`src/design/espg_pkg.sv`:
```
// Package for the encoder servo pulse generator.
// Holds register indexes, reset values and the configuration struct; no dependencies.
`default_nettype none
package espg_pkg;

  localparam int ACCUM_BITS_DEF = 24;
  localparam int REG_IDX_BITS   = 2;
  localparam int REG_DATA_BITS  = 15;

  typedef enum logic [REG_IDX_BITS-1:0] {
    REG_PERIOD_TICKS    = 2'd0,
    REG_MIN_PULSE_TICKS = 2'd1,
    REG_MAX_POSITION    = 2'd2,
    REG_STEP_SIZE       = 2'd3
  } reg_idx_t;

  localparam logic [14:0] PERIOD_TICKS_RST    = 15'd20000;
  localparam logic [14:0] MIN_PULSE_TICKS_RST = 15'd1050;
  localparam logic [14:0] MAX_POSITION_RST    = 15'd1000;
  localparam logic [9:0]  STEP_SIZE_RST       = 10'd50;

  typedef struct packed {
    logic [14:0] period_ticks;
    logic [14:0] min_pulse_ticks;
    logic [14:0] max_position;
    logic [9:0]  step_size;
  } cfg_t;

endpackage
`default_nettype wire

```
`src/design/espg_cfg.sv`:
```
// Configuration register file for the encoder servo pulse generator.
// Depends on espg_pkg for register indexes, reset values and cfg_t.
`default_nettype none
module espg_cfg
  import espg_pkg::*;
(
  input  wire logic                     clk,
  input  wire logic                     rst,
  input  wire logic                     wr_en,
  input  wire logic [REG_IDX_BITS-1:0]  wr_index,
  input  wire logic [REG_DATA_BITS-1:0] wr_data,
  output cfg_t                          cfg
);

  always_ff @(posedge clk) begin
    if (rst) begin
      cfg.period_ticks    <= PERIOD_TICKS_RST;
      cfg.min_pulse_ticks <= MIN_PULSE_TICKS_RST;
      cfg.max_position    <= MAX_POSITION_RST;
      cfg.step_size       <= STEP_SIZE_RST;
    end else if (wr_en) begin
      case (reg_idx_t'(wr_index))
        REG_PERIOD_TICKS:    cfg.period_ticks    <= wr_data;
        REG_MIN_PULSE_TICKS: cfg.min_pulse_ticks <= wr_data;
        REG_MAX_POSITION:    cfg.max_position    <= wr_data;
        REG_STEP_SIZE:       cfg.step_size       <= wr_data[9:0];
        default: ;
      endcase
    end
  end

endmodule
`default_nettype wire

```
`src/design/espg_core.sv`:
```
// Per-tick state update: frame counter, encoder accumulator and position commit.
// Depends on espg_pkg for cfg_t.
`default_nettype none
module espg_core
  import espg_pkg::*;
#(
  parameter int ACCUM_BITS = ACCUM_BITS_DEF
) (
  input  wire logic        clk,
  input  wire logic        rst,
  input  wire cfg_t        cfg,
  input  wire logic        take,
  input  wire logic        enc_a,
  input  wire logic        enc_b,
  output logic             pulse_out,
  output logic [14:0]      position
);

  logic [14:0]                  tick_count;
  logic [14:0]                  committed_position;
  logic signed [ACCUM_BITS-1:0] accumulator;
  logic                         last_a;

  logic [15:0]                  threshold;
  logic                         high;
  logic                         frame_end;
  logic signed [ACCUM_BITS:0]   step_ext;
  logic signed [ACCUM_BITS:0]   sum;
  logic signed [ACCUM_BITS-1:0] acc_mid;
  logic [14:0]                  clamped;
  logic [14:0]                  tick_count_next;
  logic signed [ACCUM_BITS-1:0] accumulator_next;
  logic [14:0]                  committed_position_next;
  logic                         last_a_next;

  assign threshold = {1'b0, cfg.min_pulse_ticks} + {1'b0, committed_position};
  assign high      = {1'b0, tick_count} < threshold;
  assign frame_end = ({1'b0, tick_count} + 16'd1) >= {1'b0, cfg.period_ticks};
  assign step_ext  = $signed({{(ACCUM_BITS-9){1'b0}}, cfg.step_size});

  assign pulse_out = high;
  assign position  = committed_position;

  always_comb begin
    sum = (enc_b != enc_a) ? ({accumulator[ACCUM_BITS-1], accumulator} - step_ext)
                           : ({accumulator[ACCUM_BITS-1], accumulator} + step_ext);
    acc_mid     = accumulator;
    last_a_next = last_a;
    if (!high) begin
      last_a_next = enc_a;
      if (enc_a != last_a) begin
        if (sum[ACCUM_BITS] != sum[ACCUM_BITS-1]) begin
          acc_mid = sum[ACCUM_BITS] ? {1'b1, {(ACCUM_BITS-1){1'b0}}}
                                    : {1'b0, {(ACCUM_BITS-1){1'b1}}};
        end else begin
          acc_mid = sum[ACCUM_BITS-1:0];
        end
      end
    end

    if (acc_mid[ACCUM_BITS-1]) begin
      clamped = 15'd0;
    end else if (acc_mid[ACCUM_BITS-2:0] > {{(ACCUM_BITS-16){1'b0}}, cfg.max_position}) begin
      clamped = cfg.max_position;
    end else begin
      clamped = acc_mid[14:0];
    end

    if (frame_end) begin
      accumulator_next        = $signed({{(ACCUM_BITS-15){1'b0}}, clamped});
      committed_position_next = clamped;
      tick_count_next         = 15'd0;
    end else begin
      accumulator_next        = acc_mid;
      committed_position_next = committed_position;
      tick_count_next         = tick_count + 15'd1;
    end
  end

  always_ff @(posedge clk) begin
    if (rst) begin
      tick_count         <= 15'd0;
      committed_position <= 15'd0;
      accumulator        <= '0;
      last_a             <= 1'b0;
    end else if (take) begin
      tick_count         <= tick_count_next;
      committed_position <= committed_position_next;
      accumulator        <= accumulator_next;
      last_a             <= last_a_next;
    end
  end

endmodule
`default_nettype wire

```
`src/design/encoder_servo_pulse_generator_top.sv`:
```
// Top level of the encoder servo pulse generator: config registers, tick core, result register.
// Depends on espg_pkg, espg_cfg and espg_core.
//
// Usage:
//   Each input transaction (in_valid/in_ready, enc_a, enc_b) is one timer tick.
//   Each tick yields exactly one result transaction (out_valid/out_ready,
//   pulse_out, position), registered when the tick is accepted.
//   Throughput is one tick per cycle while the receiver keeps up: the core updates
//   its frame counter, accumulator and committed position in one pass, and the result
//   register takes a new result whenever it is empty or being drained in the same cycle.
//   When the receiver stalls, the result holds in the output register and
//   in_ready drops until it is taken; no result is lost.
//   Configuration writes (wr_en, wr_index, wr_data) take effect at the clock
//   edge; write only while no tick is in flight. Unknown indexes are ignored.
//   Reset (rst, synchronous, active high) loads the default register values,
//   clears the frame counter, accumulator, committed position and last A
//   sample, and empties the output register.
`default_nettype none
module encoder_servo_pulse_generator_top
  import espg_pkg::*;
#(
  parameter int ACCUM_BITS = ACCUM_BITS_DEF
) (
  input  wire logic                     clk,
  input  wire logic                     rst,
  input  wire logic                     wr_en,
  input  wire logic [REG_IDX_BITS-1:0]  wr_index,
  input  wire logic [REG_DATA_BITS-1:0] wr_data,
  input  wire logic                     in_valid,
  output logic                          in_ready,
  input  wire logic                     enc_a,
  input  wire logic                     enc_b,
  output logic                          out_valid,
  input  wire logic                     out_ready,
  output logic                          pulse_out,
  output logic [14:0]                   position
);

  cfg_t        cfg;
  logic        take;
  logic        core_pulse;
  logic [14:0] core_position;

  assign in_ready = !out_valid || out_ready;
  assign take     = in_valid && in_ready;

  espg_cfg u_cfg (
    .clk      (clk),
    .rst      (rst),
    .wr_en    (wr_en),
    .wr_index (wr_index),
    .wr_data  (wr_data),
    .cfg      (cfg)
  );

  espg_core #(
    .ACCUM_BITS (ACCUM_BITS)
  ) u_core (
    .clk       (clk),
    .rst       (rst),
    .cfg       (cfg),
    .take      (take),
    .enc_a     (enc_a),
    .enc_b     (enc_b),
    .pulse_out (core_pulse),
    .position  (core_position)
  );

  always_ff @(posedge clk) begin
    if (rst) begin
      out_valid <= 1'b0;
    end else if (in_ready) begin
      out_valid <= in_valid;
    end
  end

  always_ff @(posedge clk) begin
    if (take) begin
      pulse_out <= core_pulse;
      position  <= core_position;
    end
  end

endmodule
`default_nettype wire
```
`config.mk`:
```
export PLATFORM = sky130hd
export DESIGN_NAME = encoder_servo_pulse_generator_top
export DESIGN_NICKNAME = d
export VERILOG_FILES = /design/src/design/espg_pkg.sv /design/src/design/espg_cfg.sv /design/src/design/espg_core.sv /design/src/design/encoder_servo_pulse_generator_top.sv
export SDC_FILE = /design/constraint.sdc
export NUM_CORES = 1
export LEC_CHECK = 0
export BUFFER_PORTS_ARGS = -buffer_cell sky130_fd_sc_hd__clkbuf_2
export CORE_MARGIN = 2
export CORE_UTILIZATION = 57
export CTS_CLUSTER_DIAMETER = 30
export CTS_CLUSTER_SIZE = 40
export DETAILED_ROUTE_END_ITERATION = 10
export HOLD_SLACK_MARGIN = 0.08
export PLACE_DENSITY = 0.74
export RECOVER_POWER = 50
export REMOVE_ABC_BUFFERS = 1
export SYNTH_ARGS = -nofsm -noshare
export SYNTH_HDL_FRONTEND = slang
export SYNTH_HIERARCHICAL = 1
export SYNTH_SLANG_ARGS = --single-unit
export TNS_END_PERCENT = 50
```
`constraint.sdc`:
```
create_clock -name clk -period 6.61 [get_ports clk]
set_input_delay 0.3305 -clock clk [delete_from_list [all_inputs] [get_ports clk]]
set_output_delay 0.3305 -clock clk [all_outputs]
set_load 0.02 [all_outputs]
```
==> summary.md <==
| Metric | Value |
|---|---|
| Outcome | `finished with violations` |
| Failing checks | `capacitance limit, slew limit` |
| Cell with the most instances after synthesis | `dfxtp_1` |
| DIE AREA | `18,200 um2` |
| Worst Reg-to-Reg Cells | `33` |
| Vias | `9,333` |
| Number of synthesized flops with an enable pin | `16` |
| Core area | `16,700 um2` |
| CP bufs+invs | `4` |
| Initial antenna violation count | `0` |
| H-tree depth | `4` |
| Initial Util | `58.5%` |
| Drt first pass iters | `7` |
| Clock Sinks | `127` |
| CP peak stage delay | `0.55 ns` |
| Post-cts hold buffer count | `0` |
| Syn Std Cell Area | `9770 um2` |
| Layout Skew | `0.00768 ns` |
| Tmin final | `6.40 ns` |
| Gpl congestion | `0.935` |
| Synth top area cells | `dfxtp_1, ha_1, mux2i_1, edfxtp_1, a21oi_1` |
| Sum Neg Setup Slack | `0 ns` |
| Gr ovfl total | `0` |
| Top Usage Layer GRT | `met2` |
| Total power | `2.14 mW` |
| CTS Buf Count | `17` |
| DR iter-0 viols | `840` |
| Peak Freq | `156 MHz` |
| Number of library cell types mapped by synthesis | `84` |
| Asr flop ratio synth | `0%` |
| Pwr dens | `192 nW/um2` |
| Die width | `135 um` |
| WP data arrival | `6.77 ns` |
| CP Capture Type | `flop` |
| Fin. Hold Viols | `0` |
| Hold Crit Class | `primary input to flop` |
| Die span in y | `135 um` |
| Main combinational cell family by area after synthesis | `compound AO/OA/AOI/OAI gates` |
| Mux cell area share after synthesis | `5.95%` |
| Crit path kind | `flop to flop` |
| Worst skew pair latency | `0.42 ns` |
| Port bufs | `41` |
| Setup violations, final | `0` |
| Post-synthesis simple-gate area fraction | `21.0%` |
| Dominant synthesized flop cell | `dfxtp_1` |
| Top cell family by delay on the critical path | `compound AO/OA/AOI/OAI gates` |
| Relative slew slack | `-59.6%` |
| First-pass GRT wire length | `45.4 mm` |
| Tot GR Track Use | `31.8%` |
| Site row count | `47` |
| P&R area growth vs syn | `13.9%` |
| Largest area contributor in the netlist | `dfxtp_1` |
| Max-cap violations | `3` |
| Least-Margin Pin Slew | `2.39 ns` |
| # IOs | `42` |
| DRC Markers | `0` |
| Total wire length | `29.3 mm` |
| M2 GR Usage | `52.4%` |
| Post-synthesis compound-gate area fraction | `23.0%` |
| Worst hold slack | `0.145 ns` |
| Slowest cell on crit path | `or4_4` |
| Clock tree buffer depth | `2` |
| CTS tree | `yes` |
| Critical Path Source Type | `flop` |
| M1 GR Usage | `41.9%` |
| Vias per std cell | `6.44` |
| Avg Inst Size Synth | `8.30 um2` |
| Number of global-route vias before repair | `8,694` |
| Clock root cell | `clkbuf_16` |
| Clock transition at path regs | `0.06 ns` |
| Most frequent cells after synthesis | `dfxtp_1, ha_1, a21oi_1, nor2_1, nand3_1` |
| Met3 Use GR | `4.80%` |
| Antenna Nets Post-Route | `0` |
| Final net count | `1,327` |
| Crit path max fanout | `13` |
| Sequential fraction of the synthesis area | `27.7%` |
| Synth Instances | `1,177` |
| Post-Synth XOR/XNOR Area | `4.94%` |
| N_diodes | `0` |
| Register bit total from synthesis | `127` |
| Critical path depth | `33` |
| Post-synth top area share | `22.7%` |
| Fill cell count | `1,412` |
| Layout cells sized above 1 | `12.6%` |
| Hold Path Cell Cnt | `3` |
| YS warnings | `6` |
| WL per Instance | `20.2 um` |
| Leak | `4.99 nW` |
| Final worst path period share | `96.9%` |
| Post-DP HPWL | `21.1 mm` |
| Adder-cell share of the synthesized area | `11.3%` |
| Largest net degree at the start of global routing | `62` |
| CP required | `6.97 ns` |
| Pins over their slew limit | `158` |
| VDD IR-drop max | `236 uV` |
## per-stage QoR
step | util [%] | cells | cell area [um2] | worst slack, ns
6_report | 66.7 | 1449 | 11100 | 0.206
3_3_place_gp | 61.5 | 1409 | 10300 | -0.0510
2_1_floorplan | - | 1106 | 9450 | -0.402
3_5_place_dp | 61.5 | 1409 | 10300 | -0.259
4_1_cts | 65.8 | 1446 | 11000 | 0.00703
5_1_grt | 66.7 | 1449 | 11100 | -0.0692
## worst paths after layout
check | from | to | slack (ns)
worst min-delay path | in_valid | out_valid | 0.15
worst max register to register | u_core/position[0] | u_core/accumulator[12] | 0.21
worst max-delay path | u_core/position[0] | u_core/accumulator[12] | 0.21
worst min register to register | u_core/position[11] | position[11] | 0.47
## placed cells by master (no fill, tap or decap), types with 16 or more instances in the layout
cell type,synthesis,final
a21o_1,26,25
a21oi_1,81,74
a32oi_1,18,18
and3_1,18,18
buf_4,1,41
clkbuf_1,47,25
clkbuf_16,0,18
clkbuf_2,0,22
dfxtp_1,111,110
edfxtp_1,16,16
ha_1,85,84
inv_1,72,72
mux2i_1,57,57
nand2_1,57,56
nand2b_1,60,60
nand3_1,74,74
nor2_1,79,77
nor3_1,20,17
nor4_1,22,21
o211ai_1,25,25
o21ai_0,39,33
xnor2_1,24,24
xor2_1,28,28
## metal layers
| layer | wire [um] | vias to the layer above | share of wire (%) |
|---|---|---|---|
| met5 | 0 | - | 0 |
| met4 | 1090 | 0 | 3.7 |
| met3 | 1990 | 85 | 6.8 |
| met2 | 13700 | 413 | 47 |
| met1 | 12500 | 4385 | 43 |
| li1 | - | 4450 | - |
## worst min-delay path, cell delays in order
cell      delay (ns)
clkbuf_2        0.09
inv_1           0.06
a21oi_2         0.05
## flip-flops by register name (all words and copies together) (netlist names)
name	count
pulse_out	1
u_core/accumulator	24
out_valid	1
position	15
u_cfg/cfg	55
u_core/tick_count	15
u_core/position	15
u_core/last_a	1
## layout make-up
cell class | instances | area (um2) | area share (%)
Clock inverter | 11 | 189 | 1.70
Multi-Input combinational cell | 905 | 6650 | 59.7
Sequential cell | 127 | 2700 | 24.3
Timing Repair Buffer | 91 | 599 | 5.38
Inverter | 74 | 278 | 2.50
Tap cell | 220 | 275 | 2.47
Clock buffer | 21 | 440 | 3.96
## cells by family (layout without fill, tap and decap cells)
| family | count (synthesis) | in the layout |
|---|---|---|
| AO/OA/AOI/OAI | 318 | 318 |
| multiplexers | 58 | 58 |
| adder cells (fa/ha/maj) | 87 | 87 |
| buffers and inverters | 145 | 197 |
| flip-flops | 127 | 127 |
| XOR/XNOR | 53 | 53 |
| AND/OR/NAND/NOR | 389 | 389 |
## power by group
| group | switching [mW] | internal, mW | total [mW] |
|---|---|---|---|
| logic | 0.199 | 0.108 | 0.307 |
| registers | 0.0149 | 0.799 | 0.814 |
| clock network | 0.349 | 0.667 | 1.02 |
## timing repair
| item | in CTS | in global routing |
|---|---|---|
| resized for setup | 20 | 33 |
| pin swaps | 8 | 15 |
| endpoints found under the setup margin | 30 | 30 |
| buffers inserted | 5 | 3 |
| cloned | 0 | 1 |
No activity file was read; power rests on OpenSTA's default activity.
